`src/bcpd_pkg.sv`:
```
// ----------------------------------------------------------------------------
// bcpd_pkg
// Shared types, widths and constants for the balance cascade PID drive.
// ----------------------------------------------------------------------------
package bcpd_pkg;

    localparam int ANGLE_W     = 17;
    localparam int COUNT_W     = 16;
    localparam int GAIN_W      = 32;
    localparam int ACC_W       = 32;
    localparam int ERR_W       = 17;
    localparam int DIFF_W      = 18;
    localparam int OUT_W       = 10;
    localparam int IN_TDATA_W  = 56;
    localparam int OUT_TDATA_W = 32;
    localparam int CFG_INDEX_W = 3;
    localparam int CFG_DATA_W  = 32;

    // Pipeline depth: input, error, product, accumulate, total, result.
    localparam int NUM_STAGES = 6;

    localparam int LEFT_OFFSET_DEF  = 630;
    localparam int RIGHT_OFFSET_DEF = 615;
    localparam int DRIVE_LIMIT_DEF  = 269;

    // 0.8 degree in Q8.8, rounded up.
    localparam logic signed [ERR_W-1:0] DEADBAND = 17'sd205;
    localparam logic signed [ERR_W-1:0] ERR_MIN  = {1'b1, {(ERR_W-1){1'b0}}};
    localparam logic signed [ERR_W-1:0] ERR_MAX  = {1'b0, {(ERR_W-1){1'b1}}};

    typedef enum logic [CFG_INDEX_W-1:0] {
        CFG_TARGET_TILT = 3'd0,
        CFG_ANGLE_KP    = 3'd1,
        CFG_ANGLE_KI    = 3'd2,
        CFG_ANGLE_KD    = 3'd3,
        CFG_SPEED_KP    = 3'd4,
        CFG_SPEED_KI    = 3'd5,
        CFG_POSITION_KP = 3'd6,
        CFG_POSITION_KI = 3'd7
    } cfg_index_t;

    typedef struct packed {
        logic [ANGLE_W-1:0] target_tilt;
        logic [GAIN_W-1:0]  angle_kp;
        logic [GAIN_W-1:0]  angle_ki;
        logic [GAIN_W-1:0]  angle_kd;
        logic [GAIN_W-1:0]  speed_kp;
        logic [GAIN_W-1:0]  speed_ki;
        logic [GAIN_W-1:0]  position_kp;
        logic [GAIN_W-1:0]  position_ki;
    } cfg_regs_t;

    // load: the stage register takes the word in front of it.
    // fire: that word is a real item, so state belonging to the stage moves.
    typedef struct packed {
        logic load;
        logic fire;
    } stage_ctl_t;

endpackage

```
`src/bcpd_out.sv`:
```
// ----------------------------------------------------------------------------
// bcpd_out
// Total and result stages: sum in Q.24, truncation to whole duty counts,
// clamp, direction and the two PWM compare values.
// ----------------------------------------------------------------------------
module bcpd_out
    import bcpd_pkg::*;
#(
    parameter int LEFT_OFFSET  = LEFT_OFFSET_DEF,
    parameter int RIGHT_OFFSET = RIGHT_OFFSET_DEF,
    parameter int DRIVE_LIMIT  = DRIVE_LIMIT_DEF
) (
    input  logic                    aclk,
    input  logic                    aresetn,
    input  stage_ctl_t              ctl_e,
    input  stage_ctl_t              ctl_f,
    input  logic signed [53:0]      angle_term,
    input  logic signed [45:0]      position_term,
    input  logic signed [ACC_W-1:0] speed_accum,
    output logic                    forward,
    output logic [OUT_W-1:0]        left_compare,
    output logic [OUT_W-1:0]        right_compare,
    output logic [OUT_W-1:0]        drive
);

    localparam logic signed [31:0] LIMIT_S = 32'(DRIVE_LIMIT);

    logic signed [55:0] total_reg;
    logic               forward_reg;
    logic [OUT_W-1:0]   left_compare_reg;
    logic [OUT_W-1:0]   right_compare_reg;
    logic [OUT_W-1:0]   drive_reg;

    logic signed [55:0] total_next;
    logic signed [31:0] quotient;
    logic signed [31:0] drive_trunc;
    logic signed [12:0] drive_clamp;
    logic [11:0]        magnitude;
    logic [12:0]        left_sum;
    logic [12:0]        right_sum;

    always_comb begin
        total_next = 56'(angle_term) + (56'(speed_accum) <<< 8)
                   + (56'(position_term) <<< 8);
    end

    always_ff @(posedge aclk) begin
        if (ctl_e.load) begin
            total_reg <= total_next;
        end
    end

    // An arithmetic shift rounds down; a negative value with a remainder is
    // moved up by one to round toward zero.
    always_comb begin
        quotient    = 32'(total_reg >>> 24);
        drive_trunc = quotient + 32'(total_reg[55] && (|total_reg[23:0]));
        if (drive_trunc > LIMIT_S) begin
            drive_clamp = 13'(LIMIT_S);
        end else if (drive_trunc < -LIMIT_S) begin
            drive_clamp = 13'(-LIMIT_S);
        end else begin
            drive_clamp = drive_trunc[12:0];
        end
        magnitude = drive_clamp[12] ? 12'(-drive_clamp) : drive_clamp[11:0];
        left_sum  = 13'(LEFT_OFFSET) + 13'(magnitude);
        right_sum = 13'(RIGHT_OFFSET) + 13'(magnitude);
    end

    always_ff @(posedge aclk) begin
        if (ctl_f.load) begin
            forward_reg       <= ~drive_clamp[12];
            left_compare_reg  <= left_sum[OUT_W-1:0];
            right_compare_reg <= right_sum[OUT_W-1:0];
            drive_reg         <= drive_clamp[OUT_W-1:0];
        end
    end

    assign forward       = forward_reg;
    assign left_compare  = left_compare_reg;
    assign right_compare = right_compare_reg;
    assign drive         = drive_reg;

    a_drive_in_range: assert property (@(posedge aclk) disable iff (!aresetn)
        ctl_f.fire |-> (drive_clamp <= 13'(LIMIT_S)) && (drive_clamp >= 13'(-LIMIT_S)))
        else $error("clamped drive outside the drive limit");

endmodule

```
`config.mk`:
```
export PLATFORM = sky130hd
export DESIGN_NAME = bcpd_out
export DESIGN_NICKNAME = d
export VERILOG_FILES = /design/src/bcpd_pkg.sv /design/src/bcpd_out.sv
export SDC_FILE = /design/constraint.sdc
export NUM_CORES = 1
export LEC_CHECK = 0
export BUFFER_PORTS_ARGS = -buffer_cell sky130_fd_sc_hd__buf_4
export CAP_MARGIN = 10
export CORE_UTILIZATION = 55
export DETAILED_ROUTE_END_ITERATION = 12
export GPL_TIMING_DRIVEN = 0
export MAX_ROUTING_LAYER = met4
export PLACE_DENSITY = 0.79
export SLEW_MARGIN = 25
export SYNTH_ARGS = -nofsm -noshare
export SYNTH_HDL_FRONTEND = slang
export SYNTH_SLANG_ARGS = --single-unit
```
`constraint.sdc`:
```
create_clock -name aclk -period 15 [get_ports aclk]
set_input_delay 2.25 -clock aclk [delete_from_list [all_inputs] [get_ports aclk]]
set_output_delay 2.25 -clock aclk [all_outputs]
set_load 0.01 [all_outputs]
```
==> summary.txt <==
Cells and area
  • Ant. Diodes: 0
  • Finished Layout Cells: between 1000 and 1500
  • Final #Nets: between 1000 and 1500
  • Area grow syn2layout: 22.2%
  • Commonest cells after routing, fill and taps aside: buf_4, edfxtp_1, a21oi_1
  • Filler cells: 1113
  • Multi-input gate area: roughly 5300 um2
  • Max FFs per register: 56
  • Reg area: ~2600 um2
  • Fin util: 70.0%
  • Most common cell after layout, fill and taps aside: buf_4
  • Layout cells sized above 1: a little under a quarter

Pwr
  • Total net switching power: 0.439 mW
  • Power Dens Cells: around 120 nW/um2
  • Peak supply drop: ~0.074 mV
  • Pleak: between 3 and 4 nW
  • Total power: ~1.2 mW
  • Reg power frac: between 30% and 40%
  • Gate power share: 45.7%
  • Sw frac: approximately 38%
  • Clock power frac: a little over a fifth
  • Int Pwr: 0.722 mW

Route
  • DR pass1 iterations: 5
  • Post-Route WL: approximately 19000 um
  • Vias per cell: 5.90
  • Post-route DRC: 0
  • 1st-iter DRT viols: approximately 460
  • Via count: 6873
  • ANT nets after route: 0
  • Avg WL per Cell: roughly 16 um

Worst setup path
  • Reg2reg path depth: 24
  • R2R setup slack: between 8 and 9 ns
  • Critical Path End Type: register
  • Slowest-stage cell, CP: nor4_1
  • R2R Path End: right_compare[7]
  • Crit path kind: reg2reg
  • Crit path top cell by count: ha_1
  • Startpoint types: register
  • Worst EP arrival: around 6.3 ns
  • Reg-to-Reg Start: total_reg[19]
  • Crit-path max cell delay: approximately 0.53 ns
  • CP delay by family, top: compound AO/OA/AOI/OAI gates
  • Critical path required time: between 15 and 20 ns
  • Cells along the critical path: nor4_1 > nand4_1 > o21a_1 > ha_1 > ha_1 > clkbuf_1 > clkbuf_1 > o21ai_0 > nand4b_1 > o211ai_1 > a221oi_2 > nand4_1 > nor2_2 > o21bai_2 > inv_1 > ha_1 > nor2_1 > nor2_1 > a31oi_1 > o21ai_4 > ha_1 > a21bo_1 > a31oi_1 > xnor2_1
  • Worst-path fanout max: 10
  • WP buf/inv: 3

Synthesis
  • Syn_area_per_cell: between 10 and 15 um2
  • Xor and xnor fraction of the mapped netlist area: around 8%
  • Synthesized cell area: approximately 8000 um2
  • Asr flop ratio synth: 0%
  • Multiplexer area fraction after synthesis: 0.418%
  • Mapped Cells: approximately 800
  • Seq cells post-synth: 86
  • Largest family of logic cells by synthesized area: adder cells
  • Compound-cell area share of the yosys netlist: 18.3%
  • Register area share after synthesis: 32.0%
  • Ys Warns: 0
  • Top_reg_cell synth: edfxtp_1
  • Simple-Gate Fraction of Synth Area: a little under a fifth
  • Synth Area in Adders: 19.7%
  • Post-synth EDFFs: 86
  • Synth unique cells: slightly below 90
  • Syn Nets: 1040

Die
  • Die footprint: ~15000 um2
  • Die height: around 120 um
  • Core ar.: approximately 14000 um2
  • Die W: around 120 um
  • Boundary pin count: between 150 and 200
  • Initial Util: between 50% and 60%
  • Row Count: 43

Clocking
  • # Post-CTS Setup Buffers: 0
  • Gates resized, CTS repair: 0
  • Total CTS buffers: 9
  • Clk_lat worst skew: 0.35 ns
  • Clock sinks: 86
  • H-tree depth: 3
  • CTS tree: done
  • Hold-fix buffers at CTS: 0
  • CTS Buffer Depth: 2
  • Reg clk slew, reported paths: 0.07 ns
  • Root buffer cell: clkbuf_16

Timing
  • Relative slew slack: a little over half
  • Final Hold Viols: 0
  • Clock Skew: 0.00668 ns
  • Final min period: roughly 6.2 ns
  • RSZ-0062 raised after global routing: false
  • TNS Setup: 0 ns
  • Slew Viols, Final: 0
  • Final setup vio count: 0
  • Post-route clock period utilization: about two fifths
  • Worst-Margin Slew: 0.682 ns
  • Peak Freq: 161 MHz

Placement
  • Hpwl dp: approximately 15000 um
  • Post-placement cell count: ~1100
  • Number of port buffers: between 150 and 200
  • Routability cong.: between 0.9 and 1

Hold path
  • WHS Endpoint: left_compare[0]
  • HP Start: total_reg[24]
  • Hold Path Stages: 2
  • Type of the tightest min-delay check: reg2reg

Global routing
  • GRT Resource Usage Total: a little over a quarter
  • Vias in the first global route: approximately 6500
  • Initial antenna violation count: 0
  • First-pass GRT wire length: 30300 um
  • Grt total ovfl: 0
  • Largest net degree at the start of global routing: 57

Outcome
  • Status: finished, final reports clean

Job
  • Max-cap violations: 0
==> worst max path at each step <==
stage	start	endpoint	depth (start not counted)
after floorplan	angle_term[9]	total_reg[53]	15
after global placement	angle_term[9]	total_reg[53]	16
after detailed placement	angle_term[9]	total_reg[53]	16
after CTS	total_reg[19]	right_compare[7]	21
after global routing	total_reg[19]	right_compare[7]	21
final	total_reg[19]	right_compare[7]	24
==> worst register-to-register path: cells and delay by family (launching register included) <==
family                     cells  cell delay, ns
AOI/OAI and AO/OA              9            2.21
and+or+nand+nor                7            1.62
adders and majority gates      4            0.90
buffers and inverters          3            0.73
DFF                            1            0.37
xor gates and xnor gates       1            0.09
==> metrics by stage <==
stage                     hold WS (ns)  cell area [um2]  worst slack, ns
after floorplan                  0.678             8070             9.53
after global placement           0.766             9540             8.78
after detailed placement         0.768             9540             8.75
after CTS                        0.792             9870             8.89
after global routing             0.819             9870             8.50
final                            0.783             9870             8.81
==> routing by layer <==
| layer | up-vias | track usage, % | part of all wire, % | routed length (um) |
|---|---|---|---|---|
| li1 | 3383 | - | - | - |
| met1 | 3197 | 33.4 | 43 | 8030 |
| met4 | 0 | 10.9 | 2.4 | 450 |
| met2 | 254 | 43.3 | 49 | 9050 |
| met3 | 39 | 2.77 | 5.5 | 1020 |
| met5 | - | - | 0 | 0 |
==> kinds of logic (layout without fill, tap and decap cells) <==
group	after synthesis	count (layout)
compound gates	215	215
mux	3	3
fa+ha+maj	99	99
flops	86	86
buf+inv	54	235
simple gates	275	275
xor+xnor	71	71
==> synth_stat cells, drive strengths merged (24+ instances only) <==
cell type	count	area (um2)
a21o	28	210
a21oi	65	333
edfxtp	86	2580
fa	47	941
ha	52	651
inv	32	120
nand2	62	233
nand3	30	168
nand4	25	169
nor2	47	191
o21ai	33	180
xnor2	47	412
xor2	24	218
==> cell type report <==
type                            count  area share, %
Timing Repair Buffer              165           12.6
Multi-Input combinational cell    663           53.4
Clock inverter                      7           1.04
Buffer                             22           1.09
Inverter                           32           1.22
Clock buffer                        9           2.28
Sequential cell                    86           26.2
Tap cell                          180           2.28
==> power groups by stage <==
stage | Clock, mW | Combinational, mW | Sequential (mW)
finish | 0.244 | 0.531 | 0.386
global route | 0.254 | 0.589 | 0.393
CTS | 0.246 | 0.528 | 0.385
detailed placement | 0 | 0.524 | 0.390
global placement | 0 | 0.516 | 0.389
floorplan | 0 | 0.370 | 0.384
(Power assumes the default switching activity.)
