**config.mk**
```make
export PLATFORM = sky130hd
export DESIGN_NAME = bcpd_front
export DESIGN_NICKNAME = d
export VERILOG_FILES = /design/src/bcpd_pkg.sv /design/src/bcpd_front.sv
export SDC_FILE = /design/constraint.sdc
export NUM_CORES = 1
export LEC_CHECK = 0
export BUFFER_PORTS_ARGS = -buffer_cell sky130_fd_sc_hd__buf_4
export CORE_ASPECT_RATIO = 1.4
export CORE_UTILIZATION = 64
export DETAILED_ROUTE_END_ITERATION = 10
export GPL_TIMING_DRIVEN = 1
export PLACE_DENSITY = 0.84
export SETUP_SLACK_MARGIN = 0.05
export SLEW_MARGIN = 15
export SYNTH_ARGS = -nofsm -noshare
export SYNTH_HDL_FRONTEND = slang
export SYNTH_SLANG_ARGS = --single-unit
```
**constraint.sdc**
```tcl
create_clock -name aclk -period 15.9 [get_ports aclk]
set_input_delay 0.795 -clock aclk [delete_from_list [all_inputs] [get_ports aclk]]
set_output_delay 0.795 -clock aclk [all_outputs]
set_load 0.01 [all_outputs]
```
**src/bcpd_pkg.sv**
```systemverilog
// ----------------------------------------------------------------------------
// bcpd_pkg
// Shared types, widths and constants for the balance cascade PID drive.
// ----------------------------------------------------------------------------
package bcpd_pkg;

    localparam int ANGLE_W     = 17;
    localparam int COUNT_W     = 16;
    localparam int GAIN_W      = 32;
    localparam int ACC_W       = 32;
    localparam int ERR_W       = 17;
    localparam int DIFF_W      = 18;
    localparam int OUT_W       = 10;
    localparam int IN_TDATA_W  = 56;
    localparam int OUT_TDATA_W = 32;
    localparam int CFG_INDEX_W = 3;
    localparam int CFG_DATA_W  = 32;

    // Pipeline depth: input, error, product, accumulate, total, result.
    localparam int NUM_STAGES = 6;

    localparam int LEFT_OFFSET_DEF  = 630;
    localparam int RIGHT_OFFSET_DEF = 615;
    localparam int DRIVE_LIMIT_DEF  = 269;

    // 0.8 degree in Q8.8, rounded up.
    localparam logic signed [ERR_W-1:0] DEADBAND = 17'sd205;
    localparam logic signed [ERR_W-1:0] ERR_MIN  = {1'b1, {(ERR_W-1){1'b0}}};
    localparam logic signed [ERR_W-1:0] ERR_MAX  = {1'b0, {(ERR_W-1){1'b1}}};

    typedef enum logic [CFG_INDEX_W-1:0] {
        CFG_TARGET_TILT = 3'd0,
        CFG_ANGLE_KP    = 3'd1,
        CFG_ANGLE_KI    = 3'd2,
        CFG_ANGLE_KD    = 3'd3,
        CFG_SPEED_KP    = 3'd4,
        CFG_SPEED_KI    = 3'd5,
        CFG_POSITION_KP = 3'd6,
        CFG_POSITION_KI = 3'd7
    } cfg_index_t;

    typedef struct packed {
        logic [ANGLE_W-1:0] target_tilt;
        logic [GAIN_W-1:0]  angle_kp;
        logic [GAIN_W-1:0]  angle_ki;
        logic [GAIN_W-1:0]  angle_kd;
        logic [GAIN_W-1:0]  speed_kp;
        logic [GAIN_W-1:0]  speed_ki;
        logic [GAIN_W-1:0]  position_kp;
        logic [GAIN_W-1:0]  position_ki;
    } cfg_regs_t;

    // load: the stage register takes the word in front of it.
    // fire: that word is a real item, so state belonging to the stage moves.
    typedef struct packed {
        logic load;
        logic fire;
    } stage_ctl_t;

endpackage

```
**src/bcpd_front.sv**
```systemverilog
// ----------------------------------------------------------------------------
// bcpd_front
// Input register and error stage: angle and speed errors, their differences,
// the angle integral and the running position.
// ----------------------------------------------------------------------------
module bcpd_front
    import bcpd_pkg::*;
(
    input  logic                     aclk,
    input  logic                     aresetn,
    input  stage_ctl_t               ctl_a,
    input  stage_ctl_t               ctl_b,
    input  logic [ANGLE_W-1:0]       tilt_angle,
    input  logic [COUNT_W-1:0]       left_count,
    input  logic [COUNT_W-1:0]       right_count,
    input  logic [ANGLE_W-1:0]       target_tilt,
    output logic signed [ERR_W-1:0]  angle_err,
    output logic signed [DIFF_W-1:0] angle_diff,
    output logic signed [ACC_W-1:0]  angle_integ_old,
    output logic                     angle_active,
    output logic signed [ERR_W-1:0]  speed_err,
    output logic signed [DIFF_W-1:0] speed_diff,
    output logic signed [ACC_W-1:0]  position
);

    function automatic logic signed [ACC_W-1:0] sat33(input logic signed [ACC_W:0] x);
        if (x[ACC_W] != x[ACC_W-1]) begin
            return {x[ACC_W], {(ACC_W-1){~x[ACC_W]}}};
        end
        return x[ACC_W-1:0];
    endfunction

    logic signed [ANGLE_W-1:0] tilt_reg;
    logic signed [COUNT_W-1:0] left_reg;
    logic signed [COUNT_W-1:0] right_reg;

    logic signed [ERR_W-1:0]  last_angle_err_reg;
    logic signed [ERR_W-1:0]  last_speed_err_reg;
    logic signed [ACC_W-1:0]  angle_integ_reg;
    logic signed [ACC_W-1:0]  position_sum_reg;

    logic signed [ERR_W-1:0]  angle_err_reg;
    logic signed [DIFF_W-1:0] angle_diff_reg;
    logic signed [ACC_W-1:0]  angle_integ_old_reg;
    logic                     angle_active_reg;
    logic signed [ERR_W-1:0]  speed_err_reg;
    logic signed [DIFF_W-1:0] speed_diff_reg;
    logic signed [ACC_W-1:0]  position_reg;

    logic signed [DIFF_W-1:0] angle_raw;
    logic signed [ERR_W-1:0]  e_next;
    logic signed [COUNT_W:0]  count_sum;
    logic signed [DIFF_W-1:0] speed_raw;
    logic signed [ERR_W-1:0]  s_next;
    logic signed [DIFF_W-1:0] de_next;
    logic signed [DIFF_W-1:0] ds_next;
    logic                     active_next;
    logic signed [ACC_W-1:0]  integ_next;
    logic signed [ACC_W-1:0]  position_next;

    always_ff @(posedge aclk) begin
        if (ctl_a.load) begin
            tilt_reg  <= $signed(tilt_angle);
            left_reg  <= $signed(left_count);
            right_reg <= $signed(right_count);
        end
    end

    always_comb begin
        angle_raw = DIFF_W'($signed(target_tilt)) - DIFF_W'(tilt_reg);
        if (angle_raw[DIFF_W-1] != angle_raw[DIFF_W-2]) begin
            e_next = angle_raw[DIFF_W-1] ? ERR_MIN : ERR_MAX;
        end else begin
            e_next = angle_raw[ERR_W-1:0];
        end

        count_sum = (COUNT_W+1)'(left_reg) + (COUNT_W+1)'(right_reg);
        speed_raw = -DIFF_W'(count_sum);
        if (speed_raw[DIFF_W-1] != speed_raw[DIFF_W-2]) begin
            s_next = speed_raw[DIFF_W-1] ? ERR_MIN : ERR_MAX;
        end else begin
            s_next = speed_raw[ERR_W-1:0];
        end

        de_next       = DIFF_W'(e_next) - DIFF_W'(last_angle_err_reg);
        ds_next       = DIFF_W'(s_next) - DIFF_W'(last_speed_err_reg);
        active_next   = (e_next >= DEADBAND) || (e_next <= -DEADBAND);
        integ_next    = sat33((ACC_W+1)'(angle_integ_reg) + (ACC_W+1)'(e_next));
        position_next = sat33((ACC_W+1)'(position_sum_reg) + (ACC_W+1)'(count_sum));
    end

    always_ff @(posedge aclk) begin
        if (!aresetn) begin
            last_angle_err_reg <= '0;
            last_speed_err_reg <= '0;
            angle_integ_reg    <= '0;
            position_sum_reg   <= '0;
        end else if (ctl_b.fire) begin
            last_angle_err_reg <= e_next;
            last_speed_err_reg <= s_next;
            angle_integ_reg    <= integ_next;
            position_sum_reg   <= position_next;
        end
    end

    // The integral term uses the value from before this word's update.
    always_ff @(posedge aclk) begin
        if (ctl_b.load) begin
            angle_err_reg       <= e_next;
            angle_diff_reg      <= de_next;
            angle_integ_old_reg <= angle_integ_reg;
            angle_active_reg    <= active_next;
            speed_err_reg       <= s_next;
            speed_diff_reg      <= ds_next;
            position_reg        <= position_next;
        end
    end

    assign angle_err       = angle_err_reg;
    assign angle_diff      = angle_diff_reg;
    assign angle_integ_old = angle_integ_old_reg;
    assign angle_active    = angle_active_reg;
    assign speed_err       = speed_err_reg;
    assign speed_diff      = speed_diff_reg;
    assign position        = position_reg;

endmodule

```
==> impl_metrics.json, run 1 <==
{
  "rows": 69,
  "vias": 13500,
  "max-cap-violations": 0,
  "synthTopCellsByArea": "edfxtp_1 (33%), dfxtp_1 (12%), ha_1 (10%)",
  "maxSlewHeadroom": 0.241,
  "p_seq_frac": 0.312,
  "synth_area_leader_cell": "edfxtp_1",
  "globalplace.congestion": 0.923,
  "r2r-start": "tilt_reg[0]",
  "antenna_found_initial": 2,
  "root_buffer": "clkbuf_16",
  "yosys_warnings": 0,
  "path_depth": 29,
  "setup_viol": 0,
  "switching_share": 0.392,
  "cp_top_family": "compound AO/OA/AOI/OAI gates",
  "ys_types": 78,
  "grt_pass1_vias": 13500,
  "slew_viol_final": 0,
  "die_y_um": 192,
  "syn_area_per_cell_um2": 9.86,
  "cts_resized": 0,
  "drive_gt1_frac": 0.158,
  "initial_utilization": 0.652,
  "switching_power_mw": 1.42,
  "min_period_ps": 7750,
  "path_class": "primary input to flip-flop",
  "reg2regPathDepth": 27,
  "hold_viol": 0,
  "grt_usage": 0.311,
  "hold_path.class": "primary input to flip-flop",
  "hold_start": "tilt_angle[9]",
  "seq_area_frac_synth": 0.452,
  "worst-endpoint-arrival_ps": 8190,
  "cp-start-kind": "primary input",
  "ir_drop_v": 0.000159,
  "vias_per_cell": 6.11,
  "finalPower_mw": 3.62,
  "ant_nets": 0,
  "die_area_um2": 26500,
  "fin_crit_sh": 0.487,
  "synthArstFlopShare": 0,
  "clk_pin_slew_worst_paths_ps": 60,
  "io_buffer_count": 205,
  "synth_top_area_share": 0.334,
  "p_per_area_nw_per_um2": 187,
  "final_util": 0.762,
  "cts_setup_buffers": 0,
  "syn_inst": 1678,
  "crit_start": "target_tilt[0]",
  "intPower_mw": 2.20,
  "synth_fp_nets": 1889,
  "status": "completed",
  "yosys_most_used_dff": "edfxtp_1",
  "grt_max_degree": 80,
  "cts_hold_buf": 0,
  "insertion_delay_ps": 570,
  "tns_ps": 0,
  "drt-total-wl_mm": 40.6,
  "fillers": 1802,
  "grt_overflow": 0,
  "place_area_um2": 18400,
  "crit_buf_inv": 4,
  "power.leakage_nw": 8.28,
  "dr.first_iter.drc_count": 727,
  "pwr-share-comb": 0.495,
  "synth-seq-cells": 282,
  "slowest_stage": "xor2_1",
  "wl_per_cell_um": 18.4,
  "dpl.hpwl_mm": 29.4,
  "fmax_ghz": 0.129,
  "core_um2": 25400,
  "cp_max_fo": 16,
  "fin_nets": 2081,
  "syn_to_final_growth_pct": 16.9,
  "tightest_slew_ps": 1140,
  "synth-edff-count": 184,
  "htree_num_levels": 1,
  "worstHoldPathCells": 1,
  "cts_tree": "yes",
  "finish.instance_area_um2": 19300,
  "cts_buffers": 28,
  "required_ps": 16340,
  "crit_path_end_kind": "flip-flop",
  "clockPowerShare": 0.193,
  "drc": 0,
  "io_pins": 207,
  "rsz0062_at_grt": "false",
  "cts_sinks": 282,
  "die_w_um": 138,
  "crit_path_max_incr_delay_ps": 890,
  "synthesis.area_um2": 16600,
  "drt_pass1_iterations": 5,
  "clk_path_buf_depth": 3,
  "skew_ps": 23.1,
  "grt_first_pass_wirelength_mm": 64.1
}
==> cell usage after synthesis (all sizes together), types with 14 or more instances <==
| master | instances |
|---|---|
| edfxtp | 184 |
| nor2 | 150 |
| a21oi | 142 |
| o21ai | 140 |
| ha | 133 |
| nand2 | 132 |
| dfxtp | 98 |
| inv | 97 |
| xnor2 | 66 |
| a21o | 46 |
| clkbuf | 44 |
| xor2 | 41 |
| nand3 | 32 |
| a211oi | 30 |
| nor3 | 29 |
| o21a | 24 |
| nand2b | 22 |
| nor2b | 21 |
| maj3 | 19 |
| a31oi | 16 |
| o21bai | 14 |
==> cells in the final DEF, fill, tap and decap left out, drive strengths merged, types with 12 or more instances in the layout <==
cell,count
nor2,150
a211oi,30
o21ai,140
inv,100
a21o,46
xor2,41
clkbuf,35
nor3,29
dfxtp,98
edfxtp,184
nand2b,22
maj3,19
xnor2,66
a21oi,142
ha,133
o21a,24
a31oi,16
nand3b,12
nand2,132
nand3,32
nand4,12
nor2b,21
buf,214
o21bai,14
==> cell type report <==
class / count / area (µm²) / area share
well taps: 319 / 399 / 0.0206
clock buffers: 35 / 811 / 0.0419
inverters: 97 / 364 / 0.0188
multi-input cells: 1247 / 8490 / 0.439
diodes: 2 / 5.00 / 0.000259
flip-flops and latches: 282 / 7490 / 0.387
repair buffers: 214 / 1610 / 0.0830
clock inverters: 17 / 179 / 0.00925
==> per-stage QoR <==
stage	std cells	setup WS, ps	hold slack, ps
floorplan	1678	9320	425
global placement	2159	7950	438
detailed placement	2159	7750	446
CTS	2211	8250	391
global route	2213	7350	398
finish	2213	8150	405
==> kinds of logic (layout without fill, tap and decap cells) <==
kind of cell / after synthesis / count (layout) / share of synthesized area
AO/OA/AOI/OAI: 502 / 502 / 0.193
AND/OR/NAND/NOR: 470 / 470 / 0.138
flip-flops: 282 / 282 / 0.452
adder cells (fa/ha/maj): 158 / 158 / 0.119
buffers and inverters: 149 / 363 / 0.0352
XOR/XNOR: 107 / 107 / 0.0566
multiplexers: 10 / 10 / 0.00605
other: 0 / 2 / 0
==> worst paths after layout <==
check,end,slack [ps]
setup / recovery,angle_integ_reg[22],8150
hold / removal,tilt_reg[9],410
setup reg to reg,angle_integ_reg[22],8210
hold reg to reg,last_speed_err_reg[2],460
==> routing by layer <==
layer  vias to the layer above  GRT usage  share of wire  routed length (µm)
met5                         -          0              0                   0
li1                       6552          -              -                   -
met2                       460      0.582           0.53               21500
met4                         0      0.182          0.056                2270
met3                       140     0.0570          0.060                2460
met1                      6369      0.314           0.36               14400
==> power groups by stage <==
stage / Combinational [mW] / Sequential (mW) / Clock (mW)
floorplan: 1.18 / 1.19 / 0
global placement: 1.70 / 1.14 / 0
detailed placement: 1.75 / 1.14 / 0
CTS: 1.78 / 1.13 / 0.707
global route: 1.97 / 1.15 / 0.731
finish: 1.79 / 1.13 / 0.699
Power figures use the tool's default switching activity.
==> run 2, diff against run 1 <==
--- a/config.mk
+++ b/config.mk
@@ -5,12 +5,13 @@
 export SDC_FILE = /design/constraint.sdc
 export NUM_CORES = 1
 export LEC_CHECK = 0
+export ABC_AREA = 1
 export BUFFER_PORTS_ARGS = -buffer_cell sky130_fd_sc_hd__buf_4
 export CORE_ASPECT_RATIO = 1.4
-export CORE_UTILIZATION = 64
+export CORE_UTILIZATION = 54
 export DETAILED_ROUTE_END_ITERATION = 10
 export GPL_TIMING_DRIVEN = 1
-export PLACE_DENSITY = 0.84
+export PLACE_DENSITY = 0.75
 export SETUP_SLACK_MARGIN = 0.05
 export SLEW_MARGIN = 15
 export SYNTH_ARGS = -nofsm -noshare
==> constraint.sdc (replaced) <==
create_clock -name aclk -period 6.65 [get_ports aclk]
set_input_delay 0.3325 -clock aclk [delete_from_list [all_inputs] [get_ports aclk]]
set_output_delay 0.3325 -clock aclk [all_outputs]
set_load 0.01 [all_outputs]
==> run 2 against run 1 <==
Against the previous run:
- largest power group unchanged
- critical path depth rose by 1
- synthesized cell count rose by 28%
- via count rose by 12%
- worst setup slack got worse by 7400 ps
- cell count rose by 28%
- clock-buffer cell count fell by 3
- highest routed layer unchanged
- final area rose by 8.3%
- core utilization fell by 10 points
==> impl_metrics.json, run 2 <==
{
  "synth.area.mux_share": 0,
  "grt_usage": 0.281,
  "clk_pin_slew_worst_paths_ps": 70,
  "dp_slack_ps": 652,
  "skew_ps": 11.4,
  "synth-edff-count": 184,
  "synthTopCellsByArea": "edfxtp_1 (32%), dfxtp_1 (11%), nand2_1 (10%)",
  "rows": 77,
  "die_y_um": 215,
  "dpl.hpwl_mm": 35.3,
  "cp_max_fo": 18,
  "syn_area_per_cell_um2": 8.13,
  "max-cap-violations": 0,
  "drc": 0,
  "required_ps": 7090,
  "tns_ps": 0,
  "synthArstFlopShare": 0,
  "fin_nets": 2625,
  "cts_setup_buffers": 0,
  "die_w_um": 154,
  "synth_fa_ha_area_frac": 0.102,
  "power.leakage_nw": 10.2,
  "grt_overflow": 0,
  "worst-endpoint-arrival_ps": 6300,
  "drive_gt1_frac": 0.135,
  "htree_num_levels": 1,
  "fmax_ghz": 0.171,
  "ir_drop_v": 0.000353,
  "insertion_delay_ps": 570,
  "synth_fp_nets": 2367,
  "root_buffer": "clkbuf_16",
  "synthesis.area_um2": 17500,
  "synth-seq-cells": 282,
  "clk_path_buf_depth": 3,
  "syn_to_final_growth_pct": 19.5,
  "drt-total-wl_mm": 46.5,
  "antenna_found_initial": 1,
  "worst_slack_ps": 788,
  "final_common_cell": "nand2_1",
  "yosys-top-cells-count": "nand2_1 (471), inv_1 (304), a21oi_1 (199)",
  "fin_crit_sh": 0.882,
  "p_per_area_nw_per_um2": 475,
  "final_cells": 2832,
  "synth_top_family_by_area": "simple AND/OR/NAND/NOR gates",
  "core_um2": 31800,
  "synth_area_leader_cell": "edfxtp_1",
  "ys_types": 50,
  "cp-start-kind": "flip-flop",
  "setup_viol": 0,
  "cts_tree": "yes",
  "ant_nets": 0,
  "synth_compound_area_frac": 0.131,
  "min_period_ps": 5860,
  "seq_area_frac_synth": 0.427,
  "mostFrequentLayoutCells": "nand2_1 (471), inv_1 (303), buf_4 (219), a21oi_1 (199), nor2_1 (191)",
  "tightest_slew_ps": 950,
  "synth_top_area_share": 0.315,
  "cts_buffers": 29,
  "yosys.area_share.simple": 0.214,
  "grt_first_pass_wirelength_mm": 74.0,
  "grt_pass1_vias": 14800,
  "initial_utilization": 0.551,
  "io_pins": 207,
  "slowest_stage": "o21ai_0",
  "crit_path_max_incr_delay_ps": 510,
  "cts_resized": 0,
  "cp_top_family": "adder cells",
  "yosys_warnings": 0,
  "status": "completed",
  "rsz0062_at_grt": "false",
  "vias": 15100,
  "hold_viol": 0,
  "holdWs_ps": 293,
  "crit_path_end_kind": "flip-flop",
  "grt_max_degree": 74,
  "slew_viol_final": 0,
  "dr.first_iter.drc_count": 746,
  "syn_inst": 2156,
  "vias_per_cell": 5.32,
  "drt_pass1_iterations": 5,
  "path_class": "flip-flop to flip-flop",
  "globalplace.congestion": 0.945,
  "maxSlewHeadroom": 0.365,
  "io_buffer_count": 205,
  "hold_path.class": "primary input to flip-flop",
  "dp.cells": 2729,
  "synth_xor_xnor_area_share": 0.0485,
  "crit_buf_inv": 4,
  "yosys_most_used_dff": "edfxtp_1",
  "die_area_um2": 33200,
  "cts_sinks": 282,
  "synth.most_common_cell": "nand2_1",
  "wl_per_cell_um": 16.4
}
[run 2: final cells by class]
type | instances | area (µm²)
tap | 395 | 494
antenna | 1 | 2.50
clock inverter | 21 | 218
inverter | 312 | 1170
timing repair buffer | 268 | 2130
clock buffer | 32 | 747
fill | 2715 | 10800
sequential | 282 | 7490
multi-input combinational | 1521 | 8690
[run 2: power breakdown]
part / internal, mW / leakage [nW] / switching (mW) / total (mW)
Sequential: 2.61 / 2.62 / 0.260 / 2.87
Clock: 0.964 / 0.468 / 0.696 / 1.66
Combinational: 2.00 / 7.07 / 3.42 / 5.42
[run 2: layer usage]
layer  global-route usage  vias to the layer above  routed length [µm]
met1                0.309                     6924               18000
li1                     -                     7688                   -
met5                    0                        -                   0
met2                0.541                      369               24700
met4                0.122                        0                1840
met3               0.0282                       96                1980
[run 2: logic make-up after synthesis]
logic type | count (synthesis)
xor gates and xnor gates | 95
AOI/OAI and AO/OA | 427
and+or+nand+nor | 860
DFF | 282
buffers and inverters | 353
adders and majority gates | 139
[run 2: path summary, 6_finish.rpt]
check                      startpoint                      to  slack, ps  cells past startpoint
setup reg to reg          tilt_reg[0]     angle_integ_reg[13]        790                     30
hold reg to reg   angle_integ_reg[23]     angle_integ_old[23]        460                      0
setup / recovery          tilt_reg[0]     angle_integ_reg[13]        790                     30
hold / removal               ctl_b[0]  last_angle_err_reg[16]        290                      2
[run 2: repair_timing]
item                                    4_1_cts  5_1_grt
endpoints found under the setup margin        0        0
hold buffers                                 49        0
endpoints found under the hold margin        49        0
[run 2: stage by stage]
| stage | power, mW | util | instance area (µm²) |
|---|---|---|---|
| floorplan | 6.55 | - | 17500 |
| global placement | 8.19 | 0.613 | 19500 |
| detailed placement | 8.25 | 0.613 | 19500 |
| CTS | 9.98 | 0.659 | 20900 |
| global route | 10.7 | 0.659 | 20900 |
| finish | 9.95 | 0.659 | 20900 |
