## config.mk

```make
export PLATFORM = sky130hd
export DESIGN_NAME = bcpd_accum
export DESIGN_NICKNAME = d
export VERILOG_FILES = /design/src/bcpd_pkg.sv /design/src/bcpd_accum.sv
export SDC_FILE = /design/constraint.sdc
export NUM_CORES = 1
export LEC_CHECK = 0
export BUFFER_PORTS_ARGS = -buffer_cell sky130_fd_sc_hd__buf_2
export CAP_MARGIN = 20
export CORE_ASPECT_RATIO = 1.2
export CORE_MARGIN = 2
export CORE_UTILIZATION = 40
export DETAILED_ROUTE_END_ITERATION = 8
export MAX_ROUTING_LAYER = met4
export PLACE_DENSITY = 0.69
export SLEW_MARGIN = 30
export SYNTH_ARGS = -nofsm -noshare
export SYNTH_HDL_FRONTEND = slang
export SYNTH_SLANG_ARGS = --single-unit
```

## constraint.sdc

```tcl
create_clock -name aclk -period 18.6 [get_ports aclk]
set_input_delay 4.65 -clock aclk [delete_from_list [all_inputs] [get_ports aclk]]
set_output_delay 4.65 -clock aclk [all_outputs]
set_load 0.02 [all_outputs]
```

## src/bcpd_pkg.sv

```systemverilog
// ----------------------------------------------------------------------------
// bcpd_pkg
// Shared types, widths and constants for the balance cascade PID drive.
// ----------------------------------------------------------------------------
package bcpd_pkg;

    localparam int ANGLE_W     = 17;
    localparam int COUNT_W     = 16;
    localparam int GAIN_W      = 32;
    localparam int ACC_W       = 32;
    localparam int ERR_W       = 17;
    localparam int DIFF_W      = 18;
    localparam int OUT_W       = 10;
    localparam int IN_TDATA_W  = 56;
    localparam int OUT_TDATA_W = 32;
    localparam int CFG_INDEX_W = 3;
    localparam int CFG_DATA_W  = 32;

    // Pipeline depth: input, error, product, accumulate, total, result.
    localparam int NUM_STAGES = 6;

    localparam int LEFT_OFFSET_DEF  = 630;
    localparam int RIGHT_OFFSET_DEF = 615;
    localparam int DRIVE_LIMIT_DEF  = 269;

    // 0.8 degree in Q8.8, rounded up.
    localparam logic signed [ERR_W-1:0] DEADBAND = 17'sd205;
    localparam logic signed [ERR_W-1:0] ERR_MIN  = {1'b1, {(ERR_W-1){1'b0}}};
    localparam logic signed [ERR_W-1:0] ERR_MAX  = {1'b0, {(ERR_W-1){1'b1}}};

    typedef enum logic [CFG_INDEX_W-1:0] {
        CFG_TARGET_TILT = 3'd0,
        CFG_ANGLE_KP    = 3'd1,
        CFG_ANGLE_KI    = 3'd2,
        CFG_ANGLE_KD    = 3'd3,
        CFG_SPEED_KP    = 3'd4,
        CFG_SPEED_KI    = 3'd5,
        CFG_POSITION_KP = 3'd6,
        CFG_POSITION_KI = 3'd7
    } cfg_index_t;

    typedef struct packed {
        logic [ANGLE_W-1:0] target_tilt;
        logic [GAIN_W-1:0]  angle_kp;
        logic [GAIN_W-1:0]  angle_ki;
        logic [GAIN_W-1:0]  angle_kd;
        logic [GAIN_W-1:0]  speed_kp;
        logic [GAIN_W-1:0]  speed_ki;
        logic [GAIN_W-1:0]  position_kp;
        logic [GAIN_W-1:0]  position_ki;
    } cfg_regs_t;

    // load: the stage register takes the word in front of it.
    // fire: that word is a real item, so state belonging to the stage moves.
    typedef struct packed {
        logic load;
        logic fire;
    } stage_ctl_t;

endpackage

```

## src/bcpd_accum.sv

```systemverilog
// ----------------------------------------------------------------------------
// bcpd_accum
// Accumulate stage: saturated angle and position terms, and the incremental
// speed accumulator.
// ----------------------------------------------------------------------------
module bcpd_accum
    import bcpd_pkg::*;
(
    input  logic                            aclk,
    input  logic                            aresetn,
    input  stage_ctl_t                      ctl,
    input  logic signed [GAIN_W+ERR_W-1:0]  angle_p,
    input  logic signed [GAIN_W+ACC_W-1:0]  angle_i,
    input  logic signed [GAIN_W+DIFF_W-1:0] angle_d,
    input  logic                            angle_active,
    input  logic signed [GAIN_W+DIFF_W-1:0] speed_p,
    input  logic signed [GAIN_W+ERR_W-1:0]  speed_i,
    input  logic signed [GAIN_W+ACC_W-1:0]  position_p,
    input  logic signed [GAIN_W+ACC_W-1:0]  position_i,
    output logic signed [53:0]              angle_term,
    output logic signed [45:0]              position_term,
    output logic signed [ACC_W-1:0]         speed_accum
);

    localparam logic signed [63:0] BIG_Q24 = 64'sd1 <<< 52;
    localparam logic signed [63:0] BIG_Q16 = 64'sd1 <<< 44;

    // Both limits leave the clamped value inside the narrowed width.
    function automatic logic signed [63:0] clamp64(input logic signed [63:0] x,
                                                   input logic signed [63:0] lim);
        if (x > lim) begin
            return lim;
        end
        if (x < -lim) begin
            return -lim;
        end
        return x;
    endfunction

    logic signed [53:0]      angle_term_reg;
    logic signed [45:0]      position_term_reg;
    logic signed [ACC_W-1:0] speed_accum_reg;

    logic signed [53:0]      angle_i_sat;
    logic signed [54:0]      angle_sum;
    logic signed [53:0]      angle_next;
    logic signed [45:0]      pos_p_sat;
    logic signed [45:0]      pos_i_sat;
    logic signed [46:0]      pos_sum;
    logic signed [45:0]      pos_next;
    logic signed [50:0]      speed_step;
    logic signed [51:0]      speed_sum;
    logic signed [ACC_W-1:0] speed_next;

    always_comb begin
        angle_i_sat = 54'(clamp64(angle_i, BIG_Q24));
        angle_sum   = 55'(angle_p) + 55'(angle_i_sat) + 55'(angle_d);
        angle_next  = angle_active ? 54'(clamp64(64'(angle_sum), BIG_Q24)) : '0;

        pos_p_sat = 46'(clamp64(position_p, BIG_Q16));
        pos_i_sat = 46'(clamp64(position_i, BIG_Q16));
        pos_sum   = 47'(pos_p_sat) + 47'(pos_i_sat);
        pos_next  = 46'(clamp64(64'(pos_sum), BIG_Q16));

        speed_step = 51'(speed_p) + 51'(speed_i);
        speed_sum  = 52'(speed_accum_reg) + 52'(speed_step);
        if (speed_sum > 52'($signed({1'b0, {(ACC_W-1){1'b1}}}))) begin
            speed_next = {1'b0, {(ACC_W-1){1'b1}}};
        end else if (speed_sum < 52'($signed({1'b1, {(ACC_W-1){1'b0}}}))) begin
            speed_next = {1'b1, {(ACC_W-1){1'b0}}};
        end else begin
            speed_next = speed_sum[ACC_W-1:0];
        end
    end

    always_ff @(posedge aclk) begin
        if (ctl.load) begin
            angle_term_reg    <= angle_next;
            position_term_reg <= pos_next;
        end
    end

    // The accumulator updates when this stage takes the word and the next stage
    // reads it from there, so it doubles as the pipeline register.
    always_ff @(posedge aclk) begin
        if (!aresetn) begin
            speed_accum_reg <= '0;
        end else if (ctl.fire) begin
            speed_accum_reg <= speed_next;
        end
    end

    assign angle_term    = angle_term_reg;
    assign position_term = position_term_reg;
    assign speed_accum   = speed_accum_reg;

    a_deadband_zero: assert property (@(posedge aclk) disable iff (!aresetn)
        ctl.fire && !angle_active |=> angle_term_reg == '0)
        else $error("angle term not zero inside the deadband");

endmodule

```

==> key figures, run 1 <==
Logic synthesis
  – Sequential fraction of the synthesis area: 19.6%
  – Yosys Warn Count: 0
  – Ys flop type: edfxtp_1
  – Cell Area, Synth: 18600 µm²
  – Synthesized flop and latch total: 132
  – Syn_area_per_cell: 8.46 µm²
  – Cells after Synth: 2195
  – Largest cells by area after synthesis: edfxtp_1, fa_1, ha_1
  – Async S/R FF share, synth: 0%
  – Number of enable flip-flop cells after synthesis: 100
  – Yosys cell types: approximately 100
  – Post-synth top area share: 16.2%
  – Syn nets: 2846
  – Cell taking the most area after synthesis: edfxtp_1

Worst hold path
  – Hold_sp: speed_accum[0]
  – Hold crit path type: reg2reg
  – Hold Path Depth: 2

Global route
  – Grt ovf: 0
  – GRT Total Usage: 29.1%
  – Initial antenna violation count: 1
  – Vias in the first global route: 19400
  – Largest net degree at the start of global routing: 68
  – First-pass GRT wire length: 107000 µm

Pwr
  – Seq pwr share: 19.4%
  – NetSw: between 1 and 1.5 mW
  – Leak: 9.85 nW
  – Power Internal: between 1 and 1.5 mW
  – Combinational fraction of design power: 63.7%
  – Tot Pwr: 2.22 mW
  – Clock power share: 17.0%
  – PD cells: approximately 100 nW/µm²
  – Max rail drop VDD: ~0.000066 V
  – Switching Fraction: 48.7%

Cells and area
  – Area delta synth->final: 19.8%
  – Share of cells above drive strength 1: around a quarter
  – Commonest non-fill, non-tap cell in the layout: buf_2
  – Max FFs per register: 54
  – Final nets: 3297
  – Fill cells: 4558
  – Most frequent cells in the layout: buf_2, nand2_1, nor2_1, a21oi_1, ha_1
  – Flip-flop and latch area: roughly 3600 µm²
  – Area of the multi-input gates: 14200 µm²

Die
  – Initial Utilization: 40.5%
  – Chip Height: 240 µm
  – Core box area: between 40000 and 50000 µm²
  – Ports: 527
  – Chip width: between 200 and 250 µm
  – Rows: 86
  – Die area: 48200 µm²

Drt
  – Final wirelength: 69500 µm
  – Via density: 5.83
  – DRT met1 WL: about 29000 µm
  – Remaining DRCs: 0
  – Wire length per cell: roughly 21 µm
  – DR pass1 iterations: 5
  – Initial DRC Count: 1204
  – Routed length on met3: 3980 µm
  – Detail Route met2 WL: 34600 µm
  – Antenna-violating nets left: 0
  – Via count: 19100
  – Uppermost layer routed: met4

Setup path
  – Critical path launch point type: input port
  – Critical path capture point type: flop
  – Crit path arrival time: 11530 ps
  – Worst EP required: 18780 ps
  – Reg2Reg Launch Point: speed_accum[31]
  – Kind of critical path: in2reg
  – Crit Path Max Fanout: 32
  – R2R cell count: 13
  – Crit. Startpoint: angle_i[13]

STA
  – Final period util: 61.0%
  – RSZ-0062 raised after global routing: no
  – Max Slew Vio Count: 0
  – Fmax: about 88 MHz
  – Crit path time final: 11350 ps
  – Skew final: 4.71 ps
  – Slew @ Worst Pin: 937 ps
  – Final hold vios: 0
  – Final setup viols: 0
  – Sum Neg Setup Slack: 0 ps
  – Rel. slew slack: 37.5%

Place
  – GPL Wtd Cong: 1.02
  – PortBufs: 526
  – DP HPWL: 58600 µm

CTS
  – PostCTS Resize Cnt: 0
  – Clock latency on the worst-skew pair: 450 ps
  – Postcts setup bufs: 0
  – CTS tree: built
  – Clock transition at the registers of the reported paths: about 70 ps
  – Clock root cell: clkbuf_16
  – CTS Buf Count: 17
  – Clock sink total: 132
  – H-tree levels: 4
  – Clk buf depth: 2
  – Hold-fix buffers, CTS: 0

Run status
  – Status: completed

Flow run
  – Max cap viols: 0
==> worst max-delay path, cell delays in order <==
cell	delay, ps
buf_2	110
or4_1	600
or4_1	530
o32a_1	310
o21ai_2	470
buf_4	400
and2_1	190
fa_1	460
ha_1	330
a211o_1	300
a21oi_1	380
o211a_1	240
o311ai_1	120
o21ai_1	560
o2111ai_1	180
a31oi_1	220
xnor2_1	130
and3_1	230
o21ai_4	500
buf_4	460
nor2_1	110
==> cell type report <==
class,count,area share [%]
timing repair buffer,535,12.2
multi-input combinational,1890,63.8
antenna,1,0.0113
clock inverter,8,0.309
clock buffer,24,2.61
inverter,70,1.18
tap,616,3.47
sequential,132,16.4
==> power by group through the flow <==
stage,Clock (mW),Combinational (mW),Sequential (mW)
after floorplan,0,0.953,0.489
after global placement,0,1.38,0.436
after detailed placement,0,1.40,0.437
after CTS,0.387,1.41,0.431
after global routing,0.397,1.56,0.437
final,0.377,1.42,0.431
==> worst paths after layout <==
path | to | slack [ps]
worst min-delay path | speed_accum[0] | 660
worst max register to register | speed_accum[15] | 13550
worst min register to register | speed_accum[0] | 660
worst max-delay path | angle_term[7] | 7250
==> cells by family (layout without fill, tap and decap cells) <==
group	after synthesis	after routing	share of synthesized area (%)
buffers and inverters	173	637	4.08
multiplexers	6	6	0.324
adder cells (fa/ha/maj)	256	256	21.6
other	0	1	0
AND/OR/NAND/NOR	854	854	24.5
AO/OA/AOI/OAI	666	666	24.8
XOR/XNOR	108	108	5.09
flip-flops	132	132	19.6
==> routing by layer <==
metal  up-vias  track usage [%]
li1       9030                -
met2       727             50.1
met4         0             10.3
met5         -                -
met3       116             3.67
met1      9232             35.3
==> metrics by stage <==
step,std cells,setup slack (ps),hold slack (ps),util (%),instance area (µm²)
2_1_floorplan,2195,8580,710,-,18600
3_5_place_dp,3243,6870,634,47.1,21600
4_1_cts,3275,7370,659,48.5,22200
6_report,3276,7250,658,48.5,22200
3_3_place_gp,3242,7070,615,47.0,21600
5_1_grt,3276,6870,702,48.5,22200
==> Yosys cell counts (11+ instances only) <==
master and n:
o21ai_2 20, nor4_1 57, nand2b_1 18, and3_1 21
o21ai_0 110, and2_1 147, dfxtp_1 32, xor2_1 42
nor3_1 38, o211ai_1 26, a21o_1 65, o22ai_2 11
nor2b_1 29, a211o_1 13, or3_1 13, clkbuf_1 66
nand4_1 75, xnor2_1 66, o21ai_1 20, nand3_1 39
a21oi_1 166, a211oi_1 15, o31ai_1 15, inv_1 70
ha_1 149, o21a_1 45, nand2_1 179, fa_1 107
nand3_2 19, edfxtp_1 100, nor2_1 173, a31oi_1 23
buf_2 23, o21bai_1 26
Note: power is estimated with default switching activity, not from simulation.
==> run 2: changes to the inputs <==
clock period = 11 ns   (was 18.6 ns; I/O delays follow)
==> key figures, run 2 (synthesized netlist as in run 1, its figures left out) <==
Drt
  – DR pass1 iterations: 6
  – Remaining DRCs: 0
  – Antenna-violating nets left: 0
  – DRT met1 WL: between 20000 and 30000 µm
  – Initial DRC Count: 1358
  – Final wirelength: 71900 µm
  – Detail Route met2 WL: 36200 µm
  – Uppermost layer routed: met4
  – Via count: 19200
  – Routed length on met3: 4250 µm
  – Wire length per cell: 21.9 µm
  – Via density: 5.85

CTS
  – Hold-fix buffers, CTS: 0
  – Clock transition at the registers of the reported paths: 60 ps
  – Clock sink total: roughly 130
  – Postcts setup bufs: 0
  – Clock root cell: clkbuf_16
  – PostCTS Resize Cnt: 0
  – CTS tree: built
  – CTS Buf Count: 17
  – Clock latency on the worst-skew pair: 450 ps
  – Clk buf depth: 2
  – H-tree levels: 4

Cells and area
  – Area delta synth->final: 19.5%
  – Share of cells above drive strength 1: 25.2%
  – Final nets: 3300
  – Fill cells: approximately 4600
  – Flip-flop and latch area: around 3600 µm²
  – Area of the multi-input gates: approximately 14000 µm²
  – Most frequent cells in the layout: buf_2, nand2_1, nor2_1, a21oi_1, ha_1
  – Commonest non-fill, non-tap cell in the layout: buf_2
  – Max FFs per register: between 50 and 60
  – Antenna diodes: 0

STA
  – Slew @ Worst Pin: between 800 and 900 ps
  – Rel. slew slack: 46.1%
  – Sum Neg Setup Slack: 0 ps
  – Max Slew Vio Count: 0
  – Fin Hold WS: 641 ps
  – Final setup viols: 0
  – RSZ-0062 raised after global routing: no
  – Final hold vios: 0
  – Final period util: 78.4%
  – Skew final: 6.93 ps
  – Slack of the critical path: 2380 ps
  – Crit path time final: 8620 ps
  – Fmax: approximately 120 MHz

Global route
  – Grt ovf: 0
  – GRT Total Usage: between 30 and 40%
  – Initial antenna violation count: 0
  – First-pass GRT wire length: ~110000 µm
  – Vias in the first global route: 19100
  – Largest net degree at the start of global routing: 53

Pwr
  – Combinational fraction of design power: between 60% and 70%
  – Leak: about 9.8 nW
  – NetSw: 1.81 mW
  – PD cells: 167 nW/µm²
  – Switching Fraction: about 49%
  – Seq pwr share: 19.4%
  – Max rail drop VDD: 0.000115 V
  – Clock power share: 15.4%
  – Power Internal: about 1.9 mW

Setup path
  – Buf/Inv on CP: 3
  – Crit path arrival time: 8800 ps
  – Crit-path cells: buf_2 > or4_1 > or4_1 > o32a_1 > o21ai_2 > buf_4 > and2_1 > fa_1 > ha_1 > a21oi_1 > a21boi_0 > o311ai_1 > o21ai_1 > o2111ai_1 > a31oi_1 > xnor2_1 > and3_1 > o21ai_4 > buf_12 > a2111oi_2
  – Critical path capture point type: flop
  – Worst EP required: 11180 ps
  – Crit path largest cell delay: 580 ps
  – Critical path launch point type: input port
  – CP max stage cell: or4_1
  – Largest delay share family, worst path: compound AO/OA/AOI/OAI gates
  – Kind of critical path: in2reg
  – Cell mode on critical path: or4_1
  – Crit Path Max Fanout: 33

Flow run
  – Max cap viols: 0

Run status
  – Status: completed

Die
  – Initial Utilization: about two fifths
  – Core box area: 45800 µm²
  – Die area: about 48000 µm²
  – Rows: 86
  – Chip Height: 240 µm
  – Ports: between 500 and 600
  – Chip width: 201 µm

Worst hold path
  – Hold crit path type: reg2reg

Place
  – Post-Place Worst Slack: a little over 2000 ps
  – GPL Wtd Cong: 1.02
  – DP HPWL: 61100 µm
  – PortBufs: 526
## run 2: cell count changes in the layout (fill, tap and decap cells not counted), sizes merged
cell    change
buf         +3
inv         -3
diode       -1
clkinv      +3
## run 2: per-stage QoR
stage,std cells,util [%],power [mW],instance area (µm²)
2_1_floorplan,2195,-,2.44,18600
3_3_place_gp,3245,47.1,3.09,21600
3_5_place_dp,3246,47.1,3.11,21600
4_1_cts,3278,48.4,3.70,22200
5_1_grt,3278,48.4,3.98,22200
6_report,3278,48.4,3.71,22200
## run 2: final timing paths
kind | from | endpoint | slack [ps] | depth (start not counted)
worst max-delay path | angle_i[13] | angle_term[46] | 2380 | 20
worst min-delay path | speed_accum[1] | speed_accum[1] | 640 | 2
worst max register to register | speed_accum[31] | speed_accum[14] | 5990 | 14
worst min register to register | speed_accum[1] | speed_accum[1] | 640 | 2
## run 2: metal layers
metal | vias to the layer above | GRT usage, %
met4 | 0 | 10.6
met2 | 782 | 52.6
li1 | 9056 | -
met5 | - | -
met3 | 133 | 4.01
met1 | 9219 | 35.7
## run 2: final cells by class
class / count / share of cell area, %
Multi-Input combinational cell: 1890 / 63.9
Sequential cell: 132 / 16.4
Timing Repair Buffer: 538 / 12.4
Tap cell: 616 / 3.47
Clock buffer: 24 / 2.41
Inverter: 70 / 1.18
Clock inverter: 8 / 0.192
## run 2: power by group through the flow
stage	combinational [mW]	sequential [mW]	clock [mW]
2_1_floorplan	1.61	0.827	0
3_3_place_gp	2.36	0.726	0
3_5_place_dp	2.38	0.728	0
4_1_cts	2.40	0.719	0.585
5_1_grt	2.65	0.728	0.601
6_report	2.42	0.718	0.571
## run 2: worst register-to-register path: cells and delay by family, from the launching register on
| kind | cells | cell delay [ps] |
|---|---|---|
| simple gates | 7 | 2500 |
| fa+ha+maj | 2 | 1040 |
| buf+inv | 1 | 310 |
| compound gates | 4 | 710 |
| flops | 1 | 310 |
==> run 3: changes to the inputs <==
PLACE_DENSITY = 0.71   (was 0.69)
clock period = 7.7 ns   (was 11 ns; I/O delays follow)
==> key figures, run 3 (synthesized netlist as in run 1, its figures left out) <==
Run status
  – Status: completed

Drt
  – Remaining DRCs: 0
  – Wire length per cell: 21.9 µm
  – Via density: approximately 5.8
  – Final wirelength: 72800 µm
  – Via count: 19200
  – DR pass1 iterations: 5
  – Initial DRC Count: 1356
  – Antenna-violating nets left: 0

Global route
  – Layer with the highest usage: met2
  – Grt ovf: 0
  – M3 GR Usage: 5.10%
  – First-pass GRT wire length: 110000 µm
  – GRT Total Usage: 30.5%
  – Initial antenna violation count: 2
  – Global-route met2 utilization: approximately half
  – Vias in the first global route: between 15000 and 20000
  – Largest net degree at the start of global routing: 68
  – GR Util met1: 36.2%

CTS
  – Clk buf depth: 2
  – Postcts setup bufs: 0
  – Clock transition at the registers of the reported paths: 70 ps
  – Clock root cell: clkbuf_16
  – PostCTS Resize Cnt: 0
  – CTS tree: built
  – Clock sink total: 132
  – H-tree levels: 4
  – Hold-fix buffers, CTS: 0
  – CTS Buf Count: 17
  – Clock latency on the worst-skew pair: about 450 ps

Cells and area
  – Area delta synth->final: 21.3%
  – Final Util: roughly 50%
  – Max FFs per register: 54
  – Area of the multi-input gates: between 10000 and 15000 µm²
  – Commonest non-fill, non-tap cell in the layout: buf_2
  – Most frequent cells in the layout: buf_2, nand2_1, nor2_1, a21oi_1, ha_1
  – Flip-flop and latch area: around 3600 µm²
  – Post-Layout Cell Count: 3325
  – Fill cells: approximately 4600
  – Final nets: 3344
  – Share of cells above drive strength 1: 26.6%

Pwr
  – Tot Pwr: 5.37 mW
  – Leak: 10.0 nW
  – PD cells: 238 nW/µm²
  – Max rail drop VDD: 0.000144 V

Die
  – Die area: 48200 µm²
  – Chip Height: around 240 µm
  – Core box area: 45800 µm²
  – Chip width: ~200 µm
  – Rows: 86
  – Initial Utilization: about two fifths
  – Ports: 527

Worst hold path
  – Hold crit path type: reg2reg

Setup path
  – Critical path launch point type: input port
  – Crit path arrival time: between 7000 and 8000 ps
  – Crit Path Max Fanout: 31
  – Worst EP required: around 8000 ps
  – Kind of critical path: in2reg
  – Critical path capture point type: flop

STA
  – Skew final: 6.95 ps
  – Crit path time final: 7220 ps
  – Slew @ Worst Pin: 898 ps
  – Max Slew Vio Count: 0
  – RSZ-0062 raised after global routing: no
  – Final period util: a little over nine tenths
  – Rel. slew slack: 40.2%
  – Final setup viols: 0
  – Sum Neg Setup Slack: 0 ps
  – Fmax: 138 MHz
  – Final hold vios: 0

Place
  – Placed cells: 3290
  – DP HPWL: 62300 µm
  – GPL Wtd Cong: slightly above 1
  – PortBufs: around 530

Flow run
  – Max cap viols: 0
[run 3: cell count changes in the layout (fill, tap and decap cells not counted), moves of 2 or more]
cell / change
clkbuf_1: -2
clkbuf_8: -2
diode_2: +3
inv_6: +4
buf_4: +42
clkbuf_16: -3
buf_12: +3
inv_8: +3
clkinv_2: -5
clkinvlp_4: +4
[run 3: routing by layer]
| layer | routed length, µm | vias up | part of all wire, % |
|---|---|---|---|
| met5 | 0 | - | 0 |
| met4 | 2820 | 0 | 3.9 |
| met3 | 4300 | 143 | 5.9 |
| met2 | 36100 | 735 | 50 |
| met1 | 29600 | 9253 | 41 |
| li1 | - | 9108 | - |
[run 3: cell type report]
class | instances | share of cell area, %
diodes | 3 | 0.0333
clock buffers | 17 | 1.89
clock inverters | 15 | 0.555
inverters | 70 | 1.17
multi-input cells | 1890 | 63.0
flip-flops and latches | 132 | 16.2
well taps | 616 | 3.42
repair buffers | 582 | 13.8
[run 3: where the power goes]
part | total, mW | switching (mW) | internal (mW)
Sequential | 1.05 | 0.133 | 0.914
Clock | 0.805 | 0.385 | 0.421
Combinational | 3.52 | 2.17 | 1.35
Total | 5.37 | 2.69 | 2.68
[run 3: worst max-delay path, cell delays in order]
cell and delay, ps:
buf_2 110, or4_1 560, or4_1 510, o32a_1 320, o21ai_2 190, buf_12 180, buf_4 160, and2_1 150
fa_1 420, ha_1 440, nand4_1 230, nor4_1 410, inv_1 100, o311ai_2 360, a21oi_1 150, o21ai_1 170
xor2_1 220, nor3_2 100, o21ai_4 350, buf_12 240, nor3_1 70
[run 3: worst paths after layout]
check / slack (ps) / endpoint / startpoint / cells past startpoint
setup reg to reg: 2670 / speed_accum[28] / speed_accum[31] / 13
hold reg to reg: 640 / speed_accum[0] / speed_accum[0] / 2
hold / removal: 640 / speed_accum[0] / speed_accum[0] / 2
setup / recovery: 480 / angle_term[5] / angle_i[13] / 21
[run 3: metrics by stage]
stage	hold slack [ps]	setup slack, ps	instance area (µm²)
final	643	479	22500
after global routing	676	143	22500
after CTS	661	513	22500
after detailed placement	640	49.1	22000
after global placement	614	58.2	22000
after floorplan	710	406	18600
